--- config.mk ---
export PLATFORM = sky130hd
export DESIGN_NAME = imu_attitude_frame_parser_top
export DESIGN_NICKNAME = d
export VERILOG_FILES = /design/src/rtl/aifp_pkg.sv /design/src/rtl/aifp_parser.sv /design/src/rtl/aifp_status.sv /design/src/rtl/imu_attitude_frame_parser_top.sv
export SDC_FILE = /design/constraint.sdc
export NUM_CORES = 1
export LEC_CHECK = 0
export ABC_AREA = 1
export BUFFER_PORTS_ARGS = -buffer_cell sky130_fd_sc_hd__clkbuf_2
export CAP_MARGIN = 40
export CORE_MARGIN = 2
export CORE_UTILIZATION = 40
export DETAILED_ROUTE_END_ITERATION = 10
export GPL_ROUTABILITY_DRIVEN = 0
export SYNTH_ARGS = -nofsm -noshare
export SYNTH_HDL_FRONTEND = slang
export SYNTH_SLANG_ARGS = --single-unit
export TNS_END_PERCENT = 5
--- constraint.sdc ---
create_clock -name clk -period 2.3 [get_ports clk]
set_input_delay 0.46 -clock clk [delete_from_list [all_inputs] [get_ports clk]]
set_output_delay 0.46 -clock clk [all_outputs]
set_load 0.005 [all_outputs]
--- src/rtl/aifp_pkg.sv ---
// Shared types and constants for the IMU attitude frame parser.
// Used by aifp_parser, aifp_status and imu_attitude_frame_parser_top.
package aifp_pkg;

  localparam int unsigned COUNT_WIDTH_DEF = 32;

  localparam logic [7:0] HDR_FIRST  = 8'h55;
  localparam logic [7:0] HDR_SECOND = 8'h53;
  localparam logic [7:0] HDR_SUM    = 8'(HDR_FIRST + HDR_SECOND);

  // Data bytes follow the headers at positions 0 to 8; position 8 is the sum byte.
  localparam int unsigned POS_WIDTH   = 4;
  localparam logic [POS_WIDTH-1:0] POS_SUM_BYTE = 4'd8;
  // Only the six angle bytes are kept; the next two bytes go only into the running sum.
  localparam int unsigned STORE_DEPTH = 6;
  localparam int unsigned STORE_IDX_W = $clog2(STORE_DEPTH);

  typedef enum logic [1:0] {
    OP_BYTE     = 2'd0,
    OP_YAW_ZERO = 2'd1,
    OP_YAW_SET  = 2'd2
  } opcode_t;

  typedef enum logic [1:0] {
    EV_NONE    = 2'd0,
    EV_FRAME   = 2'd1,
    EV_SUM_ERR = 2'd2
  } event_t;

  typedef enum logic [1:0] {
    PH_HUNT1 = 2'd0,
    PH_HUNT2 = 2'd1,
    PH_DATA  = 2'd2
  } phase_t;

  // Completion report from the parser to the status registers.
  typedef struct packed {
    logic        done;
    logic        sum_ok;
    logic [15:0] roll_word;
    logic [15:0] pitch_word;
    logic [15:0] yaw_word;
  } frame_evt_t;

  // A raw word above 32768 stands for raw minus 65536.
  function automatic logic signed [16:0] word_to_angle(input logic [15:0] raw);
    word_to_angle = {(raw > 16'd32768), raw};
  endfunction

endpackage

--- src/rtl/aifp_parser.sv ---
// Header hunt, byte collection and running checksum for one frame.
// Depends on aifp_pkg.
module aifp_parser import aifp_pkg::*; (
  input  logic                 clk,
  input  logic                 rst,
  input  logic                 step,
  input  logic [7:0]           rx_byte,
  output frame_evt_t           evt,
  output logic [POS_WIDTH-1:0] position
);

  phase_t               phase, phase_next;
  logic [POS_WIDTH-1:0] pos, pos_next;
  logic [7:0]           sum, sum_next;
  logic [7:0]           store [STORE_DEPTH];
  logic                 store_we;

  always_ff @(posedge clk) begin
    if (rst) begin
      phase <= PH_HUNT1;
      pos   <= '0;
      sum   <= '0;
    end else begin
      phase <= phase_next;
      pos   <= pos_next;
      sum   <= sum_next;
    end
  end

  always_ff @(posedge clk) begin
    if (store_we) begin
      store[pos[STORE_IDX_W-1:0]] <= rx_byte;
    end
  end

  always_comb begin
    phase_next     = phase;
    pos_next       = pos;
    sum_next       = sum;
    store_we       = 1'b0;
    evt.done       = 1'b0;
    evt.sum_ok     = (sum == rx_byte);
    evt.roll_word  = {store[1], store[0]};
    evt.pitch_word = {store[3], store[2]};
    evt.yaw_word   = {store[5], store[4]};
    unique case (phase)
      PH_HUNT1: begin
        if (step && rx_byte == HDR_FIRST) begin
          phase_next = PH_HUNT2;
        end
      end
      PH_HUNT2: begin
        if (step) begin
          if (rx_byte == HDR_SECOND) begin
            phase_next = PH_DATA;
            pos_next   = '0;
            sum_next   = HDR_SUM;
          end else begin
            phase_next = PH_HUNT1;
          end
        end
      end
      PH_DATA: begin
        if (step) begin
          if (pos >= POS_SUM_BYTE) begin
            evt.done   = 1'b1;
            phase_next = PH_HUNT1;
            pos_next   = '0;
          end else begin
            store_we = (pos < POS_WIDTH'(STORE_DEPTH));
            sum_next = sum + rx_byte;
            pos_next = pos + 1'b1;
          end
        end
      end
      default: begin
        if (step) begin
          phase_next = PH_HUNT1;
          pos_next   = '0;
        end
      end
    endcase
  end

  assign position = pos;

endmodule

--- src/rtl/aifp_status.sv ---
// Angle, yaw offset and counter registers; they double as the result register.
// Depends on aifp_pkg.
module aifp_status import aifp_pkg::*; #(
  parameter int unsigned COUNT_WIDTH = COUNT_WIDTH_DEF
) (
  input  logic                    clk,
  input  logic                    rst,
  input  logic                    advance,
  input  logic [1:0]              opcode,
  input  logic signed [16:0]      target_yaw,
  input  frame_evt_t              evt,
  output logic [1:0]              event_res,
  output logic signed [16:0]      roll_angle,
  output logic signed [16:0]      pitch_angle,
  output logic signed [17:0]      yaw_angle,
  output logic [15:0]             yaw_word,
  output logic [COUNT_WIDTH-1:0]  byte_cnt,
  output logic [COUNT_WIDTH-1:0]  frame_cnt,
  output logic [COUNT_WIDTH-1:0]  sum_err_cnt
);

  logic signed [16:0] roll_value, pitch_value, yaw_value;
  logic signed [16:0] yaw_new;
  logic signed [17:0] yaw_offset;
  logic signed [17:0] yaw_rel;
  logic [1:0]         event_q;
  logic               frame_ok;
  logic               frame_bad;

  assign yaw_new   = word_to_angle(evt.yaw_word);
  assign frame_ok  = evt.done && evt.sum_ok;
  assign frame_bad = evt.done && !evt.sum_ok;

  always_ff @(posedge clk) begin
    if (rst) begin
      event_q     <= EV_NONE;
      roll_value  <= '0;
      pitch_value <= '0;
      yaw_value   <= '0;
      yaw_word    <= '0;
      yaw_offset  <= '0;
      yaw_rel     <= '0;
      byte_cnt    <= '0;
      frame_cnt   <= '0;
      sum_err_cnt <= '0;
    end else if (advance) begin
      event_q <= EV_NONE;
      unique case (opcode)
        OP_BYTE: begin
          byte_cnt <= byte_cnt + 1'b1;
          if (frame_ok) begin
            event_q     <= EV_FRAME;
            roll_value  <= word_to_angle(evt.roll_word);
            pitch_value <= word_to_angle(evt.pitch_word);
            yaw_value   <= yaw_new;
            yaw_word    <= evt.yaw_word;
            yaw_rel     <= 18'(yaw_new) - yaw_offset;
            frame_cnt   <= frame_cnt + 1'b1;
          end else if (frame_bad) begin
            event_q     <= EV_SUM_ERR;
            sum_err_cnt <= sum_err_cnt + 1'b1;
          end
        end
        OP_YAW_ZERO: begin
          yaw_offset <= 18'(yaw_value);
          yaw_rel    <= '0;
        end
        OP_YAW_SET: begin
          yaw_offset <= 18'(yaw_value) - 18'(target_yaw);
          yaw_rel    <= 18'(target_yaw);
        end
        default: begin
        end
      endcase
    end
  end

  assign event_res   = event_q;
  assign roll_angle  = roll_value;
  assign pitch_angle = pitch_value;
  assign yaw_angle   = yaw_rel;

endmodule

--- src/rtl/imu_attitude_frame_parser_top.sv ---
// Top level of the IMU attitude frame parser: input register, handshake, assertions.
// Depends on aifp_pkg, aifp_parser and aifp_status.
//
//   channel  direction  handshake              payload
//   in       input      in_valid / in_ready    opcode, rx_byte, target_yaw
//   out      output     out_valid / out_ready  event_res, angles, yaw_word, counts
//
// One request is accepted per cycle while the result side does not stall; each gives
// exactly one result, held first in the input register, then in the status registers that form the result.
// The checksum is kept as a running 8-bit sum, so the last byte needs one compare.
// Reset clears the parser, angles, offset, counters and both valid flags.
// A stalled result holds everything; the input register keeps taking a request
// in the same cycle that the waiting result is taken.
module imu_attitude_frame_parser_top import aifp_pkg::*; #(
  parameter int unsigned COUNT_WIDTH = COUNT_WIDTH_DEF
) (
  input  logic               clk,
  input  logic               rst,
  input  logic               in_valid,
  output logic               in_ready,
  input  logic [1:0]         opcode,
  input  logic [7:0]         rx_byte,
  input  logic signed [16:0] target_yaw,
  output logic               out_valid,
  input  logic               out_ready,
  output logic [1:0]         event_res,
  output logic signed [16:0] roll_angle,
  output logic signed [16:0] pitch_angle,
  output logic signed [17:0] yaw_angle,
  output logic [15:0]        yaw_word,
  output logic [31:0]        byte_count,
  output logic [31:0]        good_frame_count,
  output logic [31:0]        sum_error_count
);

  logic                   s1_valid;
  logic [1:0]             s1_opcode;
  logic [7:0]             s1_byte;
  logic signed [16:0]     s1_target;
  logic                   advance;
  logic                   out_valid_q;
  frame_evt_t             evt;
  logic [POS_WIDTH-1:0]   position;
  logic [COUNT_WIDTH-1:0] byte_cnt, frame_cnt, sum_err_cnt;

  assign advance  = s1_valid && (!out_valid_q || out_ready);
  assign in_ready = !s1_valid || advance;

  always_ff @(posedge clk) begin
    if (rst) begin
      s1_valid    <= 1'b0;
      out_valid_q <= 1'b0;
    end else begin
      if (in_ready) begin
        s1_valid <= in_valid;
      end
      if (advance) begin
        out_valid_q <= 1'b1;
      end else if (out_ready) begin
        out_valid_q <= 1'b0;
      end
    end
  end

  always_ff @(posedge clk) begin
    if (in_valid && in_ready) begin
      s1_opcode <= opcode;
      s1_byte   <= rx_byte;
      s1_target <= target_yaw;
    end
  end

  aifp_parser u_parser (
    .clk      (clk),
    .rst      (rst),
    .step     (advance && s1_opcode == OP_BYTE),
    .rx_byte  (s1_byte),
    .evt      (evt),
    .position (position)
  );

  aifp_status #(
    .COUNT_WIDTH (COUNT_WIDTH)
  ) u_status (
    .clk         (clk),
    .rst         (rst),
    .advance     (advance),
    .opcode      (s1_opcode),
    .target_yaw  (s1_target),
    .evt         (evt),
    .event_res   (event_res),
    .roll_angle  (roll_angle),
    .pitch_angle (pitch_angle),
    .yaw_angle   (yaw_angle),
    .yaw_word    (yaw_word),
    .byte_cnt    (byte_cnt),
    .frame_cnt   (frame_cnt),
    .sum_err_cnt (sum_err_cnt)
  );

  assign out_valid        = out_valid_q;
  assign byte_count       = 32'(byte_cnt);
  assign good_frame_count = 32'(frame_cnt);
  assign sum_error_count  = 32'(sum_err_cnt);

`ifndef ASSERT_OFF
  // A held request is not dropped while the result side stalls.
  assert property (@(posedge clk) disable iff (rst)
    (s1_valid && !advance) |=> s1_valid)
    else $error("held request lost while stalled");

  // The byte count moves only for a received byte.
  assert property (@(posedge clk) disable iff (rst)
    (!(advance && s1_opcode == OP_BYTE)) |=> $stable(byte_cnt))
    else $error("byte count changed without a received byte");

  // The parser never runs past the sum byte.
  assert property (@(posedge clk) disable iff (rst)
    position <= POS_SUM_BYTE)
    else $error("frame position beyond sum byte");

  // A frame event reaches the result only with a matching frame count step.
  assert property (@(posedge clk) disable iff (rst)
    (advance && evt.done && evt.sum_ok && s1_opcode == OP_BYTE)
      |=> (frame_cnt == $past(frame_cnt) + 1'b1) && event_res == EV_FRAME)
    else $error("accepted frame not counted");
`endif

endmodule
==> reports/qor.yml, run 1 <==
drt:
  detailroute.via_count: 13956
  iteration_0_drc_markers: 723
  vias_per_cell: 5.05
  drt_antenna_net_count: 0
  drc: 0
  detail_route.first_pass.iterations: 5
  final_wirelength_um: 43300
  post_drt_wl_per_cell_um: 15.7
clocking:
  cts_hold_buf: 0
  tritoncts.num_buffers: 34
  clockRootBuffer: "sky130_fd_sc_hd__clkbuf_16"
  cts_tree: "yes"
  cts_num_sinks: 276
  clkLatencyLatePin_ns: 0.53
  cts.clk_slew.worst_paths_ns: 0.06
  clock_path_buffers: 3
  ctsHtreeMaxLevel: 2
synth:
  yosysUniqueCellTypes: 48
  synthesis.area_per_instance_um2: 7.21
  netlist.top_cell.by_area: "sky130_fd_sc_hd__dfxtp_1"
  count_of_mapped_cells_out_of_synthesis: 2057
  async_flop_share: 0
  synth_enable_flop_cells: 75
  dominantRegCellSynth: "sky130_fd_sc_hd__dfxtp_1"
  flip_flop_and_latch_count_after_synthesis: 276
  yosys_warnings: 0
  post_synth_instance_area_um2: 14800
  yosys-top-cells-area: "sky130_fd_sc_hd__dfxtp_1, sky130_fd_sc_hd__edfxtp_1, sky130_fd_sc_hd__nand2_1"
  number_of_nets_produced_by_synthesis: 2139
  synth_seq_area_share: 0.423
  synth_top_cell_area_share: 0.271
timing:
  final_min_period_over_clock_period: 0.954
  slew_viol_final: 0
  layout_min_cycle_time_ns: 2.19
  rsz0062_at_grt: "no"
  worst_clock_skew_ns: 0.0148
  setup_viol: 0
  finalHoldViolCount: 0
  setup-tns-final_ns: 0
  maxSlewHeadroom: 0.622
  worst_slew_pin_slew_ns: 0.566
  max_clock_freq_mhz: 456
placed_design:
  hpwlAfterDp_um: 32500
  portBuffers: 198
floorplan:
  core-area_um2: 36500
  initial_utilization: 0.406
  die_height_um: 197
  dieWidth_um: 197
  fp-row-count: 70
  pin_count: 199
  die-area_um2: 38600
job:
  max-cap-violations: 0
global_routing:
  grt.met1_usage: 0.299
  gr-usage-all-layers: 0.221
  maximum_number_of_pins_on_one_net_before_global_route_repair: 116
  global_route.overflow_total: 0
  antenna_found_initial: 2
  grt_busiest_layer: "met2"
  grt_pass1_wl_um: 68500
  grtUsageMet2: 0.366
  met3_use_gr: 0.0370
  grt_pass1_vias: 13127
critical_path:
  start_kind: "flip-flop"
  timing.critical_path.required_ns: 2.53
  critical_path_class: "flip-flop to flip-flop"
  crit_arrival_ns: 2.43
  cp_max_fo: 8
  end_kind: "flip-flop"
power:
  p_per_area_nw_per_um2: 634
  ir_worst_vdd_uv: 482
  leakage_uw: 0.00749
  design_power_total_uw: 11200
worst_hold_path:
  worst_hold_path_type: "primary input to flip-flop"
finish:
  area.growth.synth_to_final_pct: 19.1
  seqCellArea_um2: 6280
  antenna_cells_inserted: 0
  utilization: 0.484
  drive_gt1_frac: 0.145
  area_used_by_multi_input_combinational_logic_um2: 7230
  filler_cell_count: 3700
  finalNetCount: 2351
run_status:
  outcome: "complete, no violations"
[sequential cells by signal, indices dropped and copies added (netlist names), 15 cells and up]
register,cells
s1_target,17
u_parser.store,48
u_status.byte_cnt,32
u_status.frame_cnt,32
u_status.pitch_angle,17
u_status.roll_angle,17
u_status.sum_err_cnt,32
u_status.yaw_angle,18
u_status.yaw_offset,18
u_status.yaw_word,15
[logic make-up after synthesis]
family	synth area share
AO/OA/AOI/OAI	0.121
XOR/XNOR	0.0449
adder cells (fa/ha/maj)	0.0446
buffers and inverters	0.0933
flip-flops	0.423
AND/OR/NAND/NOR	0.273
[repair_timing]
| action | 4_1_cts | 5_1_grt |
|---|---|---|
| gates resized for setup | 0 | 12 |
| buffers inserted | 0 | 1 |
| setup endpoints to repair | 0 | 29 |
[synthesized netlist by cell type (all sizes together), types with 29 or more instances]
cell,n
nand2,578
dfxtp,201
xnor2,33
ha,48
inv,253
nand4,29
edfxtp,75
a21oi,236
o21ai,90
nor2,202
nor3,52
nand3,90
xor2,43
clkbuf,36
buf,41
[critical path: stages, from the launching register on]
cell and delay (ns):
sky130_fd_sc_hd__edfxtp_1 0.40, sky130_fd_sc_hd__inv_1 0.10, sky130_fd_sc_hd__ha_1 0.23, sky130_fd_sc_hd__nand2_1 0.13, sky130_fd_sc_hd__buf_4 0.16, sky130_fd_sc_hd__inv_1 0.15
sky130_fd_sc_hd__nand3_1 0.19, sky130_fd_sc_hd__nor3_1 0.31, sky130_fd_sc_hd__buf_4 0.23
[layout make-up]
class	count	area share
Clock buffer	48	0.0529
Clock inverter	13	0.0109
Inverter	255	0.0543
Multi-Input combinational cell	1449	0.409
Sequential cell	276	0.355
Tap cell	468	0.0332
Timing Repair Buffer	253	0.0841
[metrics by stage]
stage	setup WS [ns]	area, um^2	instances	hold WS (ns)
finish	0.106	17700	2762	0.113
global route	0.00227	17700	2762	0.0907
CTS	0.0265	17600	2761	0.0831
detailed placement	0.0106	16500	2700	0.459
global placement	0.0529	16500	2700	0.453
floorplan	0.214	14800	2057	0.429
[layout by cell type, fill, tap and decap left out, drive strengths merged, types with 4 or more instances in the layout]
master / Yosys / final
a211oi: 4 / 4
a21oi: 236 / 236
buf: 41 / 56
bufinv: 0 / 4
clkbuf: 36 / 245
clkinv: 2 / 6
dfxtp: 201 / 201
edfxtp: 75 / 75
ha: 48 / 48
inv: 253 / 256
nand2: 578 / 578
nand3: 90 / 90
nand3b: 9 / 9
nand4: 29 / 29
nor2: 202 / 202
nor3: 52 / 52
nor4: 4 / 4
o21ai: 90 / 90
or2: 4 / 4
xnor2: 33 / 33
xor2: 43 / 43
[worst paths after layout]
check / to / cells past startpoint / slack, ns / startpoint
setup / recovery: u_parser.store[2][3] / 8 / 0.11 / s1_opcode[0]
setup reg to reg: u_parser.store[2][3] / 8 / 0.11 / s1_opcode[0]
hold / removal: s1_target[9] / 1 / 0.11 / target_yaw[9]
hold reg to reg: u_parser.sum[3] / 2 / 0.47 / u_parser.sum[3]
[power breakdown]
group | switching [uW] | internal, uW | total [uW]
logic | 419 | 213 | 632
registers | 49.5 | 5060 | 5110
clock network | 2150 | 3300 | 5450
[routing by layer]
layer | wire length (um) | up-vias
met4 | 923 | 4
li1 | - | 7095
met2 | 19800 | 372
met5 | 27 | -
met3 | 2450 | 58
met1 | 20100 | 6427
Note: power is estimated with default switching activity, not from simulation.
==> run 2, diff against run 1 <==
- CORE_UTILIZATION: 40 -> 35
==> reports/qor.yml, run 2 (same netlist as run 1, synthesis figures left out) <==
critical_path:
  cp_max_fo: 29
  start_kind: "flip-flop"
  timing.critical_path.required_ns: 2.73
  worst-r2r-cell-count: 9
  critPathLaunch: "s1_byte[2]"
  critical_path_class: "flip-flop to flip-flop"
  cpMaxStageDelayCell: "sky130_fd_sc_hd__edfxtp_1"
  reg2reg_setup_slack_ns: 0.14
  crit_arrival_ns: 2.59
  max_incr_delay_on_cp_ns: 0.40
  crit-reg2reg-capture: "u_status.frame_cnt[20]"
  end_kind: "flip-flop"
  cp_cell_sequence: "ha_1 > nor2_1 > nor3b_2 > nand3_4 > buf_12 > nor3b_2 > nand3_1 > nand2_1 > nor2_1"
  crit-reg2reg-launch: "s1_byte[2]"
timing:
  layout_min_cycle_time_ns: 2.16
  slew_viol_final: 0
  max_clock_freq_mhz: 464
  worst_clock_skew_ns: 0.0195
  maxSlewHeadroom: 0.621
  setup_viol: 0
  final_min_period_over_clock_period: 0.937
  worst_slew_pin_slew_ns: 0.568
  rsz0062_at_grt: "yes"
  finalHoldViolCount: 0
clocking:
  cts_tree: "yes"
  cts.clk_slew.worst_paths_ns: 0.06
  clock_path_buffers: 3
  clockRootBuffer: "sky130_fd_sc_hd__clkbuf_16"
  tritoncts.num_buffers: 35
  clkLatencyLatePin_ns: 0.55
  ctsHtreeMaxLevel: 2
  cts_num_sinks: 276
floorplan:
  die-area_um2: 44000
  core-area_um2: 41900
  dieWidth_um: 210
  fp-row-count: 75
  die_height_um: 210
  pin_count: 199
  initial_utilization: 0.354
run_status:
  outcome: "complete, no violations"
finish:
  seqCellArea_um2: 6280
  antenna_cells_inserted: 0
  area_used_by_multi_input_combinational_logic_um2: 7220
  drive_gt1_frac: 0.148
  final_cell_mix: "sky130_fd_sc_hd__nand2_1, sky130_fd_sc_hd__inv_1, sky130_fd_sc_hd__a21oi_1, sky130_fd_sc_hd__dfxtp_1, sky130_fd_sc_hd__clkbuf_2"
  area.growth.synth_to_final_pct: 20.2
  utilization: 0.426
  largest_register_ffs: 48
  layout.cells.non_filler: 2836
  finalNetCount: 2352
  layout_commonest_cell: "sky130_fd_sc_hd__nand2_1"
  filler_cell_count: 4298
global_routing:
  global_route.overflow_total: 0
  gr-usage-all-layers: 0.197
  antenna_found_initial: 1
  grt_pass1_vias: 13113
  grt_pass1_wl_um: 69300
  maximum_number_of_pins_on_one_net_before_global_route_repair: 116
job:
  max-cap-violations: 0
placed_design:
  hpwlAfterDp_um: 33100
  post-place-cells: 2768
  portBuffers: 198
drt:
  drt_antenna_net_count: 0
  iteration_0_drc_markers: 832
  detailroute.via_count: 14035
  final_wirelength_um: 44500
  detail_route.first_pass.iterations: 5
  drc: 0
  post_drt_wl_per_cell_um: 15.7
  vias_per_cell: 4.95
worst_hold_path:
  min_path_cells: 1
  worst_hold_path_type: "primary input to flip-flop"
  hold_path_end: "s1_byte[0]"
  hold_start: "rx_byte[0]"
power:
  leakage_uw: 0.00754
  p_per_area_nw_per_um2: 638
  ir_worst_vdd_uv: 373
## run 2: area by class of cell
type	instances	area share
inverters	255	0.0540
multi-input cells	1449	0.405
flip-flops and latches	276	0.352
repair buffers	253	0.0848
clock buffers	53	0.0580
well taps	539	0.0378
clock inverters	11	0.00828
## run 2: critical path: cells and delay by family, from the launching register on
family | cells | cell delay [ns]
adder cells (fa/ha/maj) | 1 | 0.32
buffers and inverters | 1 | 0.23
flip-flops | 1 | 0.40
AND/OR/NAND/NOR | 7 | 1.08
## run 2: how the worst max path moves through the flow
| stage | end | slack (ns) | cells after the start |
|---|---|---|---|
| global placement | u_status.yaw_angle[17] | 0.09 | 9 |
| floorplan | u_parser.store[2][0] | 0.21 | 7 |
| finish | u_status.frame_cnt[20] | 0.14 | 9 |
| global route | u_status.yaw_angle[17] | -0.05 | 14 |
| detailed placement | u_status.yaw_angle[17] | 0.01 | 8 |
| CTS | u_status.yaw_angle[16] | 0.03 | 9 |
## run 2: report_power, final
part	internal, uW	switching [uW]	leakage (uW)
logic	211	415	0.00464
registers	5060	49.1	0.00232
clock network	3450	2180	0.000579
total	8720	2640	0.00754
## run 2: metrics by stage
stage | hold WS, ns | power (uW) | TNS [ns] | worst slack, ns | area [um^2]
2_1_floorplan | 0.429 | 5580 | 0 | 0.214 | 14800
3_3_place_gp | 0.451 | 5820 | 0 | 0.0862 | 16500
3_5_place_dp | 0.458 | 5830 | 0 | 0.0110 | 16500
4_1_cts | 0.0606 | 11500 | 0 | 0.0291 | 17700
5_1_grt | 0.0726 | 11800 | -0.112 | -0.0471 | 17800
6_report | 0.0864 | 11400 | 0 | 0.145 | 17800
## run 2: per-layer routing
metal	vias to the layer above	GRT usage	part of all wire
li1	7087	-	-
met2	362	0.334	0.48
met1	6522	0.257	0.45
met5	-	0	0.00029
met3	62	0.0322	0.053
met4	2	0.0629	0.022
## run 2: what timing repair did
| item | CTS | global route |
|---|---|---|
| buffers inserted | 0 | 3 |
| hold buffers | 0 | 0 |
| cloned | 0 | 1 |
| pin swaps | 0 | 3 |
| resized for setup | 1 | 12 |
| endpoints found under the setup margin | 2 | 49 |
==> run 3, diff against run 2 <==
- PLACE_DENSITY_LB_ADDON: not set -> 0.3
==> reports/qor.yml, run 3 (same netlist as run 1, synthesis figures left out) <==
critical_path:
  critical-path-top-delay-family: "simple AND/OR/NAND/NOR gates"
  cpMaxStageDelayCell: "sky130_fd_sc_hd__edfxtp_1"
  max_incr_delay_on_cp_ns: 0.41
  critical_path_class: "flip-flop to flip-flop"
  timing.critical_path.required_ns: 2.72
  cp.buffers_inverters: 1
  cp_max_fo: 32
  end_kind: "flip-flop"
  start_kind: "flip-flop"
  crit_arrival_ns: 2.56
  cp_cell_sequence: "ha_1 > nor2_2 > nor3b_4 > nand3_4 > buf_4 > o21ai_0 > nor2_1"
timing:
  post-route-worst-setup-slack_ns: 0.162
  slew_viol_final: 0
  setup-tns-final_ns: 0
  layout_min_cycle_time_ns: 2.14
  worst_clock_skew_ns: 0.0200
  worst_slew_pin_slew_ns: 0.640
  max_clock_freq_mhz: 468
  rsz0062_at_grt: "no"
  maxSlewHeadroom: 0.573
  setup_viol: 0
  finalHoldViolCount: 0
  final_min_period_over_clock_period: 0.930
clocking:
  post-cts-setup-buffers: 0
  clockRootBuffer: "sky130_fd_sc_hd__clkbuf_16"
  cts.clk_slew.worst_paths_ns: 0.06
  cts_tree: "yes"
  ctsHtreeMaxLevel: 2
  tritoncts.num_buffers: 35
  cts_num_sinks: 276
  clkLatencyLatePin_ns: 0.54
  clock_path_buffers: 3
power:
  netSwitchingPower_uw: 2680
  clock_power_share: 0.484
  ir_worst_vdd_uv: 367
  seqPwrFrac: 0.460
  leakage_uw: 0.00751
  p_per_area_nw_per_um2: 627
  p_comb_frac: 0.056
  internal-power_uw: 8430
  netSwitchingFraction: 0.242
drt:
  final_wirelength_um: 44300
  drt_antenna_net_count: 0
  detail_route.first_pass.iterations: 5
  iteration_0_drc_markers: 860
  vias_per_cell: 4.95
  drc: 0
  detailroute.via_count: 14016
  post_drt_wl_per_cell_um: 15.7
floorplan:
  initial_utilization: 0.354
  dieWidth_um: 210
  core-area_um2: 41900
  fp-row-count: 75
  pin_count: 199
  die-area_um2: 44000
  die_height_um: 210
run_status:
  outcome: "complete, no violations"
worst_hold_path:
  worst_hold_path_type: "primary input to flip-flop"
finish:
  layout.cells.non_filler: 2832
  finalNetCount: 2348
  utilization: 0.423
  final_cell_mix: "sky130_fd_sc_hd__nand2_1, sky130_fd_sc_hd__inv_1, sky130_fd_sc_hd__a21oi_1, sky130_fd_sc_hd__dfxtp_1, sky130_fd_sc_hd__clkbuf_2"
  largest_register_ffs: 48
  area.growth.synth_to_final_pct: 19.4
  layout_commonest_cell: "sky130_fd_sc_hd__nand2_1"
  drive_gt1_frac: 0.145
global_routing:
  grt_pass1_wl_um: 69300
  maximum_number_of_pins_on_one_net_before_global_route_repair: 116
  global_route.overflow_total: 0
  grt_pass1_vias: 13135
  antenna_found_initial: 1
  gr-usage-all-layers: 0.197
placed_design:
  portBuffers: 198
  post-place-ws_ns: 0.0324
  hpwlAfterDp_um: 33000
  post-place-cells: 2768
job:
  max-cap-violations: 0
run 3: per-stage QoR:
step                      hold slack [ns]  cell area, um^2  total power, uW
after floorplan                     0.429            14800             5580
after global placement              0.449            16500             5820
after detailed placement            0.450            16500             5830
after CTS                          0.0632            17600            11200
after global routing               0.0750            17700            11500
final                              0.0906            17700            11100
run 3: power by group through the flow:
stage	combinational [uW]	sequential, uW	clock (uW)
after floorplan	378	5200	0
after global placement	610	5210	0
after detailed placement	615	5210	0
after CTS	619	5110	5520
after global routing	698	5110	5700
final	628	5110	5370
run 3: worst register-to-register path, cell delays in order, from the launching register on:
cell                       delay (ns)
sky130_fd_sc_hd__edfxtp_1        0.41
sky130_fd_sc_hd__ha_1            0.34
sky130_fd_sc_hd__nor2_2          0.13
sky130_fd_sc_hd__nor3b_4         0.26
sky130_fd_sc_hd__nand3_4         0.17
sky130_fd_sc_hd__buf_4           0.29
sky130_fd_sc_hd__o21ai_0         0.35
sky130_fd_sc_hd__nor2_1          0.07
run 3: area by class of cell:
class,instances,area [um^2]
Multi-Input combinational cell,1449,7220
Inverter,255,960
Tap cell,539,674
Clock inverter,13,93.8
Fill cell,4299,24100
Timing Repair Buffer,249,1450
Antenna cell,1,2.50
Sequential cell,276,6280
Clock buffer,50,1030
run 3: worst paths after layout:
check	startpoint	end	slack (ns)	cells past startpoint
hold reg to reg	u_status.yaw_angle[0]	u_status.yaw_angle[0]	0.46	2
hold / removal	target_yaw[6]	s1_target[6]	0.09	1
setup / recovery	s1_byte[0]	u_status.yaw_word[4]	0.16	7
setup reg to reg	s1_byte[0]	u_status.yaw_word[4]	0.16	7
run 3: routing by layer:
metal	vias to the layer above	global-route usage	routed length (um)
met5	-	0	0
li1	7077	-	-
met2	351	0.330	20800
met4	0	0.0695	1200
met1	6519	0.255	19700
met3	69	0.0367	2600
run 3: repair_timing:
item,CTS,global route
gates resized for setup,0,12
hold buffers,0,0
endpoints found under the setup margin,0,53
